==> config.mk <==
export PLATFORM = sky130hd
export DESIGN_NAME = sha256_stream_hasher
export DESIGN_NICKNAME = d
export VERILOG_FILES = /design/src/design/sha_pkg.sv /design/src/design/sha_dp.sv /design/src/design/sha_ctrl.sv /design/src/design/sha256_stream_hasher.sv
export SDC_FILE = /design/constraint.sdc
export NUM_CORES = 2
export LEC_CHECK = 0
export BUFFER_PORTS_ARGS = -buffer_cell sky130_fd_sc_hd__buf_4
export CAP_MARGIN = 25
export CORE_UTILIZATION = 55
export DETAILED_ROUTE_END_ITERATION = 12
export GPL_ROUTABILITY_DRIVEN = 0
export PLACE_DENSITY = 0.73
export SYNTH_ARGS = -nofsm -noshare
export SYNTH_HDL_FRONTEND = slang
export SYNTH_SLANG_ARGS = --single-unit
==> constraint.sdc <==
create_clock -name clk -period 13.85 [get_ports clk]
set_clock_uncertainty 0.2 [all_clocks]
set_input_delay 1.385 -clock clk [delete_from_list [all_inputs] [get_ports clk]]
set_output_delay 1.385 -clock clk [all_outputs]
set_load 0.01 [all_outputs]
==> src/design/sha_pkg.sv <==
// ----------------------------------------------------------------------------
// sha_pkg
// Shared types, constants and round-constant table for the SHA-256 hasher.
// ----------------------------------------------------------------------------
package sha_pkg;

  localparam logic [1:0] SRC_DATA = 2'd0;
  localparam logic [1:0] SRC_PAD  = 2'd1;
  localparam logic [1:0] SRC_ZERO = 2'd2;
  localparam logic [1:0] SRC_LEN  = 2'd3;

  typedef struct packed {
    logic       push;
    logic [1:0] src;
    logic       init;
    logic       round;
    logic       add;
    logic       out_adv;
    logic       clear;
  } sha_cmd_t;

  typedef struct packed {
    logic [5:0] pos;
    logic       round_last;
    logic       word_last;
  } sha_sts_t;

  localparam logic [255:0] IV = {
    32'h6a09e667, 32'hbb67ae85, 32'h3c6ef372, 32'ha54ff53a,
    32'h510e527f, 32'h9b05688c, 32'h1f83d9ab, 32'h5be0cd19};

  localparam logic [31:0] K_TAB [64] = '{
    32'h428a2f98, 32'h71374491, 32'hb5c0fbcf, 32'he9b5dba5,
    32'h3956c25b, 32'h59f111f1, 32'h923f82a4, 32'hab1c5ed5,
    32'hd807aa98, 32'h12835b01, 32'h243185be, 32'h550c7dc3,
    32'h72be5d74, 32'h80deb1fe, 32'h9bdc06a7, 32'hc19bf174,
    32'he49b69c1, 32'hefbe4786, 32'h0fc19dc6, 32'h240ca1cc,
    32'h2de92c6f, 32'h4a7484aa, 32'h5cb0a9dc, 32'h76f988da,
    32'h983e5152, 32'ha831c66d, 32'hb00327c8, 32'hbf597fc7,
    32'hc6e00bf3, 32'hd5a79147, 32'h06ca6351, 32'h14292967,
    32'h27b70a85, 32'h2e1b2138, 32'h4d2c6dfc, 32'h53380d13,
    32'h650a7354, 32'h766a0abb, 32'h81c2c92e, 32'h92722c85,
    32'ha2bfe8a1, 32'ha81a664b, 32'hc24b8b70, 32'hc76c51a3,
    32'hd192e819, 32'hd6990624, 32'hf40e3585, 32'h106aa070,
    32'h19a4c116, 32'h1e376c08, 32'h2748774c, 32'h34b0bcb5,
    32'h391c0cb3, 32'h4ed8aa4a, 32'h5b9cca4f, 32'h682e6ff3,
    32'h748f82ee, 32'h78a5636f, 32'h84c87814, 32'h8cc70208,
    32'h90befffa, 32'ha4506ceb, 32'hbef9a3f7, 32'hc67178f2};

  function automatic logic [31:0] rotr(input logic [31:0] v, input int n);
    rotr = (v >> n) | (v << (32 - n));
  endfunction

endpackage

==> src/design/sha_dp.sv <==
// ----------------------------------------------------------------------------
// sha_dp
// Datapath: block shift register, message schedule, round logic and chain.
// ----------------------------------------------------------------------------
module sha_dp (
  input  logic                clk,
  input  logic                rst_n,
  input  sha_pkg::sha_cmd_t   cmd,
  input  logic [7:0]          in_byte,
  output sha_pkg::sha_sts_t   sts,
  output logic [31:0]         digest_word,
  output logic [2:0]          word_index
);
  import sha_pkg::*;

  logic [511:0] blk_r, blk_nxt;
  logic [255:0] vars_r, vars_nxt;
  logic [255:0] chain_r, chain_nxt;
  logic [63:0]  bits_r, bits_nxt;
  logic [5:0]   pos_r, pos_nxt;
  logic [5:0]   rnd_r, rnd_nxt;
  logic [2:0]   widx_r, widx_nxt;
  logic [7:0]   push_byte;
  logic [31:0]  w, w_new, a, b, c, d, e, f, g, h, t1, t2, s0_w, s1_w;

  assign w = blk_r[511:480];
  assign {a, b, c, d, e, f, g, h} = vars_r;

  always_comb begin
    s0_w  = rotr(blk_r[479:448], 7) ^ rotr(blk_r[479:448], 18) ^ (blk_r[479:448] >> 3);
    s1_w  = rotr(blk_r[63:32], 17) ^ rotr(blk_r[63:32], 19) ^ (blk_r[63:32] >> 10);
    w_new = s1_w + blk_r[223:192] + s0_w + w;
    t1 = h + (rotr(e, 6) ^ rotr(e, 11) ^ rotr(e, 25)) + ((e & f) ^ (~e & g))
         + K_TAB[rnd_r] + w;
    t2 = (rotr(a, 2) ^ rotr(a, 13) ^ rotr(a, 22)) + ((a & b) ^ (a & c) ^ (b & c));
  end

  always_comb begin
    case (cmd.src)
      SRC_DATA: push_byte = in_byte;
      SRC_PAD:  push_byte = 8'h80;
      SRC_ZERO: push_byte = 8'h00;
      default:  push_byte = bits_r[{3'd7 - pos_r[2:0], 3'd0} +: 8];
    endcase
  end

  always_comb begin
    blk_nxt   = blk_r;
    vars_nxt  = vars_r;
    chain_nxt = chain_r;
    bits_nxt  = bits_r;
    pos_nxt   = pos_r;
    rnd_nxt   = rnd_r;
    widx_nxt  = widx_r;
    if (cmd.push) begin
      blk_nxt = {blk_r[503:0], push_byte};
      pos_nxt = pos_r + 6'd1;
      if (cmd.src == SRC_DATA) begin
        bits_nxt = bits_r + 64'd8;
      end
    end
    if (cmd.init) begin
      vars_nxt = chain_r;
      rnd_nxt  = '0;
    end
    if (cmd.round) begin
      blk_nxt  = {blk_r[479:0], w_new};
      vars_nxt = {t1 + t2, a, b, c, d + t1, e, f, g};
      rnd_nxt  = rnd_r + 6'd1;
    end
    if (cmd.add) begin
      for (int i = 0; i < 8; i++) begin
        chain_nxt[i*32 +: 32] = chain_r[i*32 +: 32] + vars_r[i*32 +: 32];
      end
    end
    if (cmd.out_adv) begin
      widx_nxt = widx_r + 3'd1;
    end
    if (cmd.clear) begin
      chain_nxt = IV;
      bits_nxt  = '0;
      pos_nxt   = '0;
      widx_nxt  = '0;
    end
  end

  always_ff @(posedge clk) begin
    blk_r <= blk_nxt;
    if (!rst_n) begin
      vars_r  <= '0;
      chain_r <= IV;
      bits_r  <= '0;
      pos_r   <= '0;
      rnd_r   <= '0;
      widx_r  <= '0;
    end else begin
      vars_r  <= vars_nxt;
      chain_r <= chain_nxt;
      bits_r  <= bits_nxt;
      pos_r   <= pos_nxt;
      rnd_r   <= rnd_nxt;
      widx_r  <= widx_nxt;
    end
  end

  assign sts.pos        = pos_r;
  assign sts.round_last = (rnd_r == 6'd63);
  assign sts.word_last  = (widx_r == 3'd7);
  assign digest_word    = chain_r[{3'd7 - widx_r, 5'd0} +: 32];
  assign word_index     = widx_r;

endmodule

==> src/design/sha_ctrl.sv <==
// ----------------------------------------------------------------------------
// sha_ctrl
// Controller: absorbs bytes, sequences padding, compression and output.
// ----------------------------------------------------------------------------
module sha_ctrl (
  input  logic              clk,
  input  logic              rst_n,
  input  logic              in_valid,
  input  logic              in_has_byte,
  input  logic              in_eom,
  output logic              in_ready,
  output logic              out_valid,
  input  logic              out_ready,
  input  sha_pkg::sha_sts_t sts,
  output sha_pkg::sha_cmd_t cmd
);
  import sha_pkg::*;

  localparam logic [2:0] S_IDLE   = 3'd0;
  localparam logic [2:0] S_INIT   = 3'd1;
  localparam logic [2:0] S_ROUND  = 3'd2;
  localparam logic [2:0] S_ADD    = 3'd3;
  localparam logic [2:0] S_PAD80  = 3'd4;
  localparam logic [2:0] S_PADZ   = 3'd5;
  localparam logic [2:0] S_PADLEN = 3'd6;
  localparam logic [2:0] S_OUT    = 3'd7;

  logic [2:0] state_r, state_nxt;
  logic [2:0] ret_r, ret_nxt;

  always_comb begin
    state_nxt = state_r;
    ret_nxt   = ret_r;
    cmd       = '0;
    in_ready  = 1'b0;
    out_valid = 1'b0;
    unique case (state_r)
      S_IDLE: begin
        in_ready = 1'b1;
        if (in_valid) begin
          if (in_has_byte) begin
            cmd.push = 1'b1;
            cmd.src  = SRC_DATA;
          end
          if (in_has_byte && sts.pos == 6'd63) begin
            state_nxt = S_INIT;
            ret_nxt   = in_eom ? S_PAD80 : S_IDLE;
          end else if (in_eom) begin
            state_nxt = S_PAD80;
          end
        end
      end
      S_INIT: begin
        cmd.init  = 1'b1;
        state_nxt = S_ROUND;
      end
      S_ROUND: begin
        cmd.round = 1'b1;
        if (sts.round_last) begin
          state_nxt = S_ADD;
        end
      end
      S_ADD: begin
        cmd.add   = 1'b1;
        state_nxt = ret_r;
      end
      S_PAD80: begin
        cmd.push  = 1'b1;
        cmd.src   = SRC_PAD;
        state_nxt = S_PADZ;
        if (sts.pos == 6'd63) begin
          state_nxt = S_INIT;
          ret_nxt   = S_PADZ;
        end
      end
      S_PADZ: begin
        if (sts.pos == 6'd56) begin
          state_nxt = S_PADLEN;
        end else begin
          cmd.push = 1'b1;
          cmd.src  = SRC_ZERO;
          if (sts.pos == 6'd63) begin
            state_nxt = S_INIT;
            ret_nxt   = S_PADZ;
          end
        end
      end
      S_PADLEN: begin
        cmd.push = 1'b1;
        cmd.src  = SRC_LEN;
        if (sts.pos == 6'd63) begin
          state_nxt = S_INIT;
          ret_nxt   = S_OUT;
        end
      end
      S_OUT: begin
        out_valid = 1'b1;
        if (out_ready) begin
          cmd.out_adv = 1'b1;
          if (sts.word_last) begin
            cmd.clear = 1'b1;
            state_nxt = S_IDLE;
          end
        end
      end
      default: state_nxt = S_IDLE;
    endcase
  end

  always_ff @(posedge clk) begin
    if (!rst_n) begin
      state_r <= S_IDLE;
      ret_r   <= S_IDLE;
    end else begin
      state_r <= state_nxt;
      ret_r   <= ret_nxt;
    end
  end

endmodule

==> src/design/sha256_stream_hasher.sv <==
// ----------------------------------------------------------------------------
// sha256_stream_hasher
// SHA-256 digest of a byte stream, eight digest words per message.
// ----------------------------------------------------------------------------
// Channel | Direction | tdata                          | tuser    | tlast
// in_     | slave     | data_byte                      | has_byte | end_of_message
// out_    | master    | digest_word, word_index, zeros | -        | last_word
//
// A message byte is taken whenever in_tready is high; the 64th byte of a block
// starts the one-round-per-cycle compression, with setup and chain update.
// The final transaction is followed by the padding bytes, a step that pushes
// nothing, the length bytes and one or two compressions before the eight
// digest words, which stall on out_tready.
// Reset is synchronous; in_tready is low while a block is compressed or output.
// ----------------------------------------------------------------------------
module sha256_stream_hasher (
  input  logic        clk,
  input  logic        rst_n,
  input  logic        in_tvalid,
  output logic        in_tready,
  input  logic [7:0]  in_tdata,   // [7:0] data_byte
  input  logic        in_tuser,   // [0] has_byte
  input  logic        in_tlast,
  output logic        out_tvalid,
  input  logic        out_tready,
  output logic [39:0] out_tdata,  // [31:0] digest_word, [34:32] word_index, zeros
  output logic        out_tlast
);
  import sha_pkg::*;

  sha_cmd_t    cmd;
  sha_sts_t    sts;
  logic [31:0] digest_word;
  logic [2:0]  word_index;

  sha_ctrl u_ctrl (
    .clk, .rst_n,
    .in_valid(in_tvalid), .in_has_byte(in_tuser), .in_eom(in_tlast),
    .in_ready(in_tready), .out_valid(out_tvalid), .out_ready(out_tready),
    .sts, .cmd
  );

  sha_dp u_dp (
    .clk, .rst_n, .cmd, .in_byte(in_tdata), .sts,
    .digest_word, .word_index
  );

  assign out_tdata = {5'd0, word_index, digest_word};
  assign out_tlast = sts.word_last;

  a_no_overlap: assert property (@(posedge clk) disable iff (!rst_n)
    out_tvalid |-> !in_tready) else $error("input accepted during output");
  a_last_idx: assert property (@(posedge clk) disable iff (!rst_n)
    (out_tvalid && out_tlast) |-> (out_tdata[34:32] == 3'd7))
    else $error("last word index");
  a_back_idle: assert property (@(posedge clk) disable iff (!rst_n)
    (out_tvalid && out_tready && out_tlast) |=> (in_tready && !out_tvalid))
    else $error("no return to idle");

endmodule
==> metrics.cfg <==
[cts]
postCtsHoldBufs=0
cts_sinks=1106
cts_resized=0
cts_tree=yes
cts-htree-levels=3
path_clk_slew_ns=0.07
clockBufferDepth=3
cts_root_buffer=clkbuf_16
clk-insertion-delay-late_ns=0.80
post_cts_buffers=0
cts_buffers=121

[timing]
slew_violations=0
final.setup.tns_ns=0
tightestPinTransition_ns=1.26
min_period_over_period_pct=78.7
rsz0062_at_grt=no
slew_headroom_pct=16.0
hold_viol=0
clock.fmax_mhz=91.7
fin_crit_ns=10.90
setup_viol=0

[global_route]
grt_start_max_net_pins=262
overflow=0
grt_use_total_pct=32.5
grt_antenna_before_repair=4
grt_pass1_vias=59400
grt_pass1_wl_um=351000

[cells_and_area]
instances_no_fill=10400
area_delta_synth_final_pct=7.41
finalNetCount=9102
fillCellCount=11700
drive_above_1_share_pct=6.02
diodes=0

[outcome]
outcome=finished clean

[synthesis]
synth.yosys.seq_area_share_pct=36.2
avgSynthCellArea_um2=8.55
ys_seq_elements=1106
synthTopCellsByArea=edfxtp_1 (20%), dfxtp_1 (16%), nand2_1 (12%), ha_1 (6.6%), fa_1 (5.2%)
syn_area_um2=75300
synthTopCellsByCount=nand2_1 (2364), dfxtp_1 (594), a21oi_1 (546)
yosysTopAreaCell=edfxtp_1
ys_types=95
synth_top_area_share_pct=20.4
yosysMostFrequentCell=nand2_1
async_reset_ff_share_pct=0
yosys_warnings=0
synth_edf_count=512
synthFlopType=dfxtp_1
synthCells=8808

[power_and_ir_drop]
ir_drop_mv=0.169
leakage_uw=0.0368
powerDensity_nw_per_um2=166
finalPower_uw=13500

[floorplanning]
die_area_um2=138000
start_util_pct=55.6
coreArea_um2=136000
row_count=135
fp.dieH_um=372
die_w_um=372
top_level_ports=57

[route]
drtIter0Drc=8751
drc_errors=0
via_per_inst=6.24
via_count=64700
finalWirelength_um=229000
drtAntennaViolNets=0
drt_pass1_iterations=10
route.detailed.wl_per_inst_um=22.1

[worst_hold_path]
whs_endpoint=u_dp.blk_r[469]
min_path_cells=2
min_path_type=reg -> reg
hp-start=u_dp.blk_r[437]

[setup_path]
end_kind=flop
crit_fanout=35
arrival_ns=11.32
reg2reg_to=u_dp.vars_r[255]
ff2ff_setup_slack_ns=2.95
r2r_cells=37
path_class=reg -> reg
slowest_delay_ns=0.78
startpoint=u_dp.rnd_r[0]
critPathSlowestCell=nor2_1
crit_required_ns=14.27
cp-start-kind=flop
crit-reg2reg-launch=u_dp.rnd_r[0]

[placed_design]
dpl.cell_count=10100
port_buffers=51
dpl.hpwl_um=162000

[flow_run]
maxCapViolations=0

==> per-layer routing <==
layer  track usage, %  routed length [um]
met3             8.64               25700
met5                0                  47
met4             15.8               12700
met2             47.6               97000
met1             44.3               93700
==> cell usage in the layout (no fill, tap or decap), types with 26 or more instances in the layout <==
cell type,Yosys,final
a21o_1,171,171
nand2b_1,74,74
inv_1,361,361
and3_1,36,36
buf_4,6,111
nor3_1,74,74
o211a_1,223,223
mux2i_1,49,49
o21bai_1,50,50
o21a_1,51,50
mux4_2,83,83
o211ai_1,135,135
ha_1,399,399
nand3_1,301,301
dfxtp_1,594,588
o311ai_0,27,27
a21oi_1,546,545
mux2_2,41,41
o21ai_0,427,427
nor2_1,346,344
nor2b_1,54,54
or3_1,29,29
clkbuf_16,0,121
xor2_1,234,234
a211oi_1,78,78
nand2_1,2364,2363
clkbuf_1,518,26
xnor2_1,375,375
nand4_1,33,33
a31oi_1,37,37
o31ai_1,30,30
fa_1,195,195
edfxtp_1,512,512
==> worst max-delay path by stage <==
stage	to	cells after the start
2_1_floorplan	u_dp.blk_r[0]	8
3_3_place_gp	u_dp.vars_r[255]	37
3_5_place_dp	u_dp.vars_r[255]	37
4_1_cts	u_dp.vars_r[255]	37
5_1_grt	u_dp.vars_r[255]	37
6_report	u_dp.vars_r[255]	37
==> critical path: cells and delay by family (launching register included) <==
kind,cells,cell delay [ns]
compound gates,21,4.59
flops,1,0.31
xor+xnor,2,0.44
simple gates,2,0.94
buf+inv,5,1.11
fa+ha+maj,7,3.10
==> registers in the layout, indices dropped and copies added (netlist names) <==
signal           cells
u_ctrl.ret_r         3
u_ctrl.state_r       3
u_dp.bits_r         61
u_dp.blk_r         512
u_dp.chain_r       256
u_dp.pos_r           6
u_dp.rnd_r           6
u_dp.vars_r        256
u_dp.word_index      3
==> cells by family (layout without fill, tap and decap cells) <==
group,count (synthesis),after routing,share of synthesized area [%]
other,1,5,0.00498
buffers and inverters,935,717,4.75
xor gates and xnor gates,609,609,7.08
muxes,173,173,3.74
AOI/OAI and AO/OA,1970,1970,17.4
DFF,1106,1106,36.2
and+or+nand+nor,3417,3417,18.9
adders and majority gates,597,597,11.8
==> final cells by class <==
type                       instances  area [um^2]  share of cell area [%]
inverter                         365         1370                    1.69
sequential                      1106        27300                    33.7
clock buffer                     165         3360                    4.15
multi-input combinational       6771        44600                    55.1
timing repair buffer             129         1200                    1.48
tap                             1781         2230                    2.75
clock inverter                    58          907                    1.12
==> power by group <==
part           switching [uW]  internal [uW]
Sequential                308           3770
Clock                    1430           2060
Combinational            3600           2300
Total                    5340           8130
==> through the flow <==
step / worst slack (ns) / hold slack, ns / utilization (%) / instance area (um^2)
finish: 2.95 / 0.278 / 59.7 / 80900
global route: 2.43 / 0.311 / 59.7 / 80900
CTS: 3.23 / 0.277 / 59.6 / 80800
detailed placement: 3.35 / 0.278 / 56.4 / 76500
global placement: 3.39 / 0.269 / 56.4 / 76500
floorplan: 4.91 / 0.240 / - / 75400
Power figures use the tool's default switching activity.
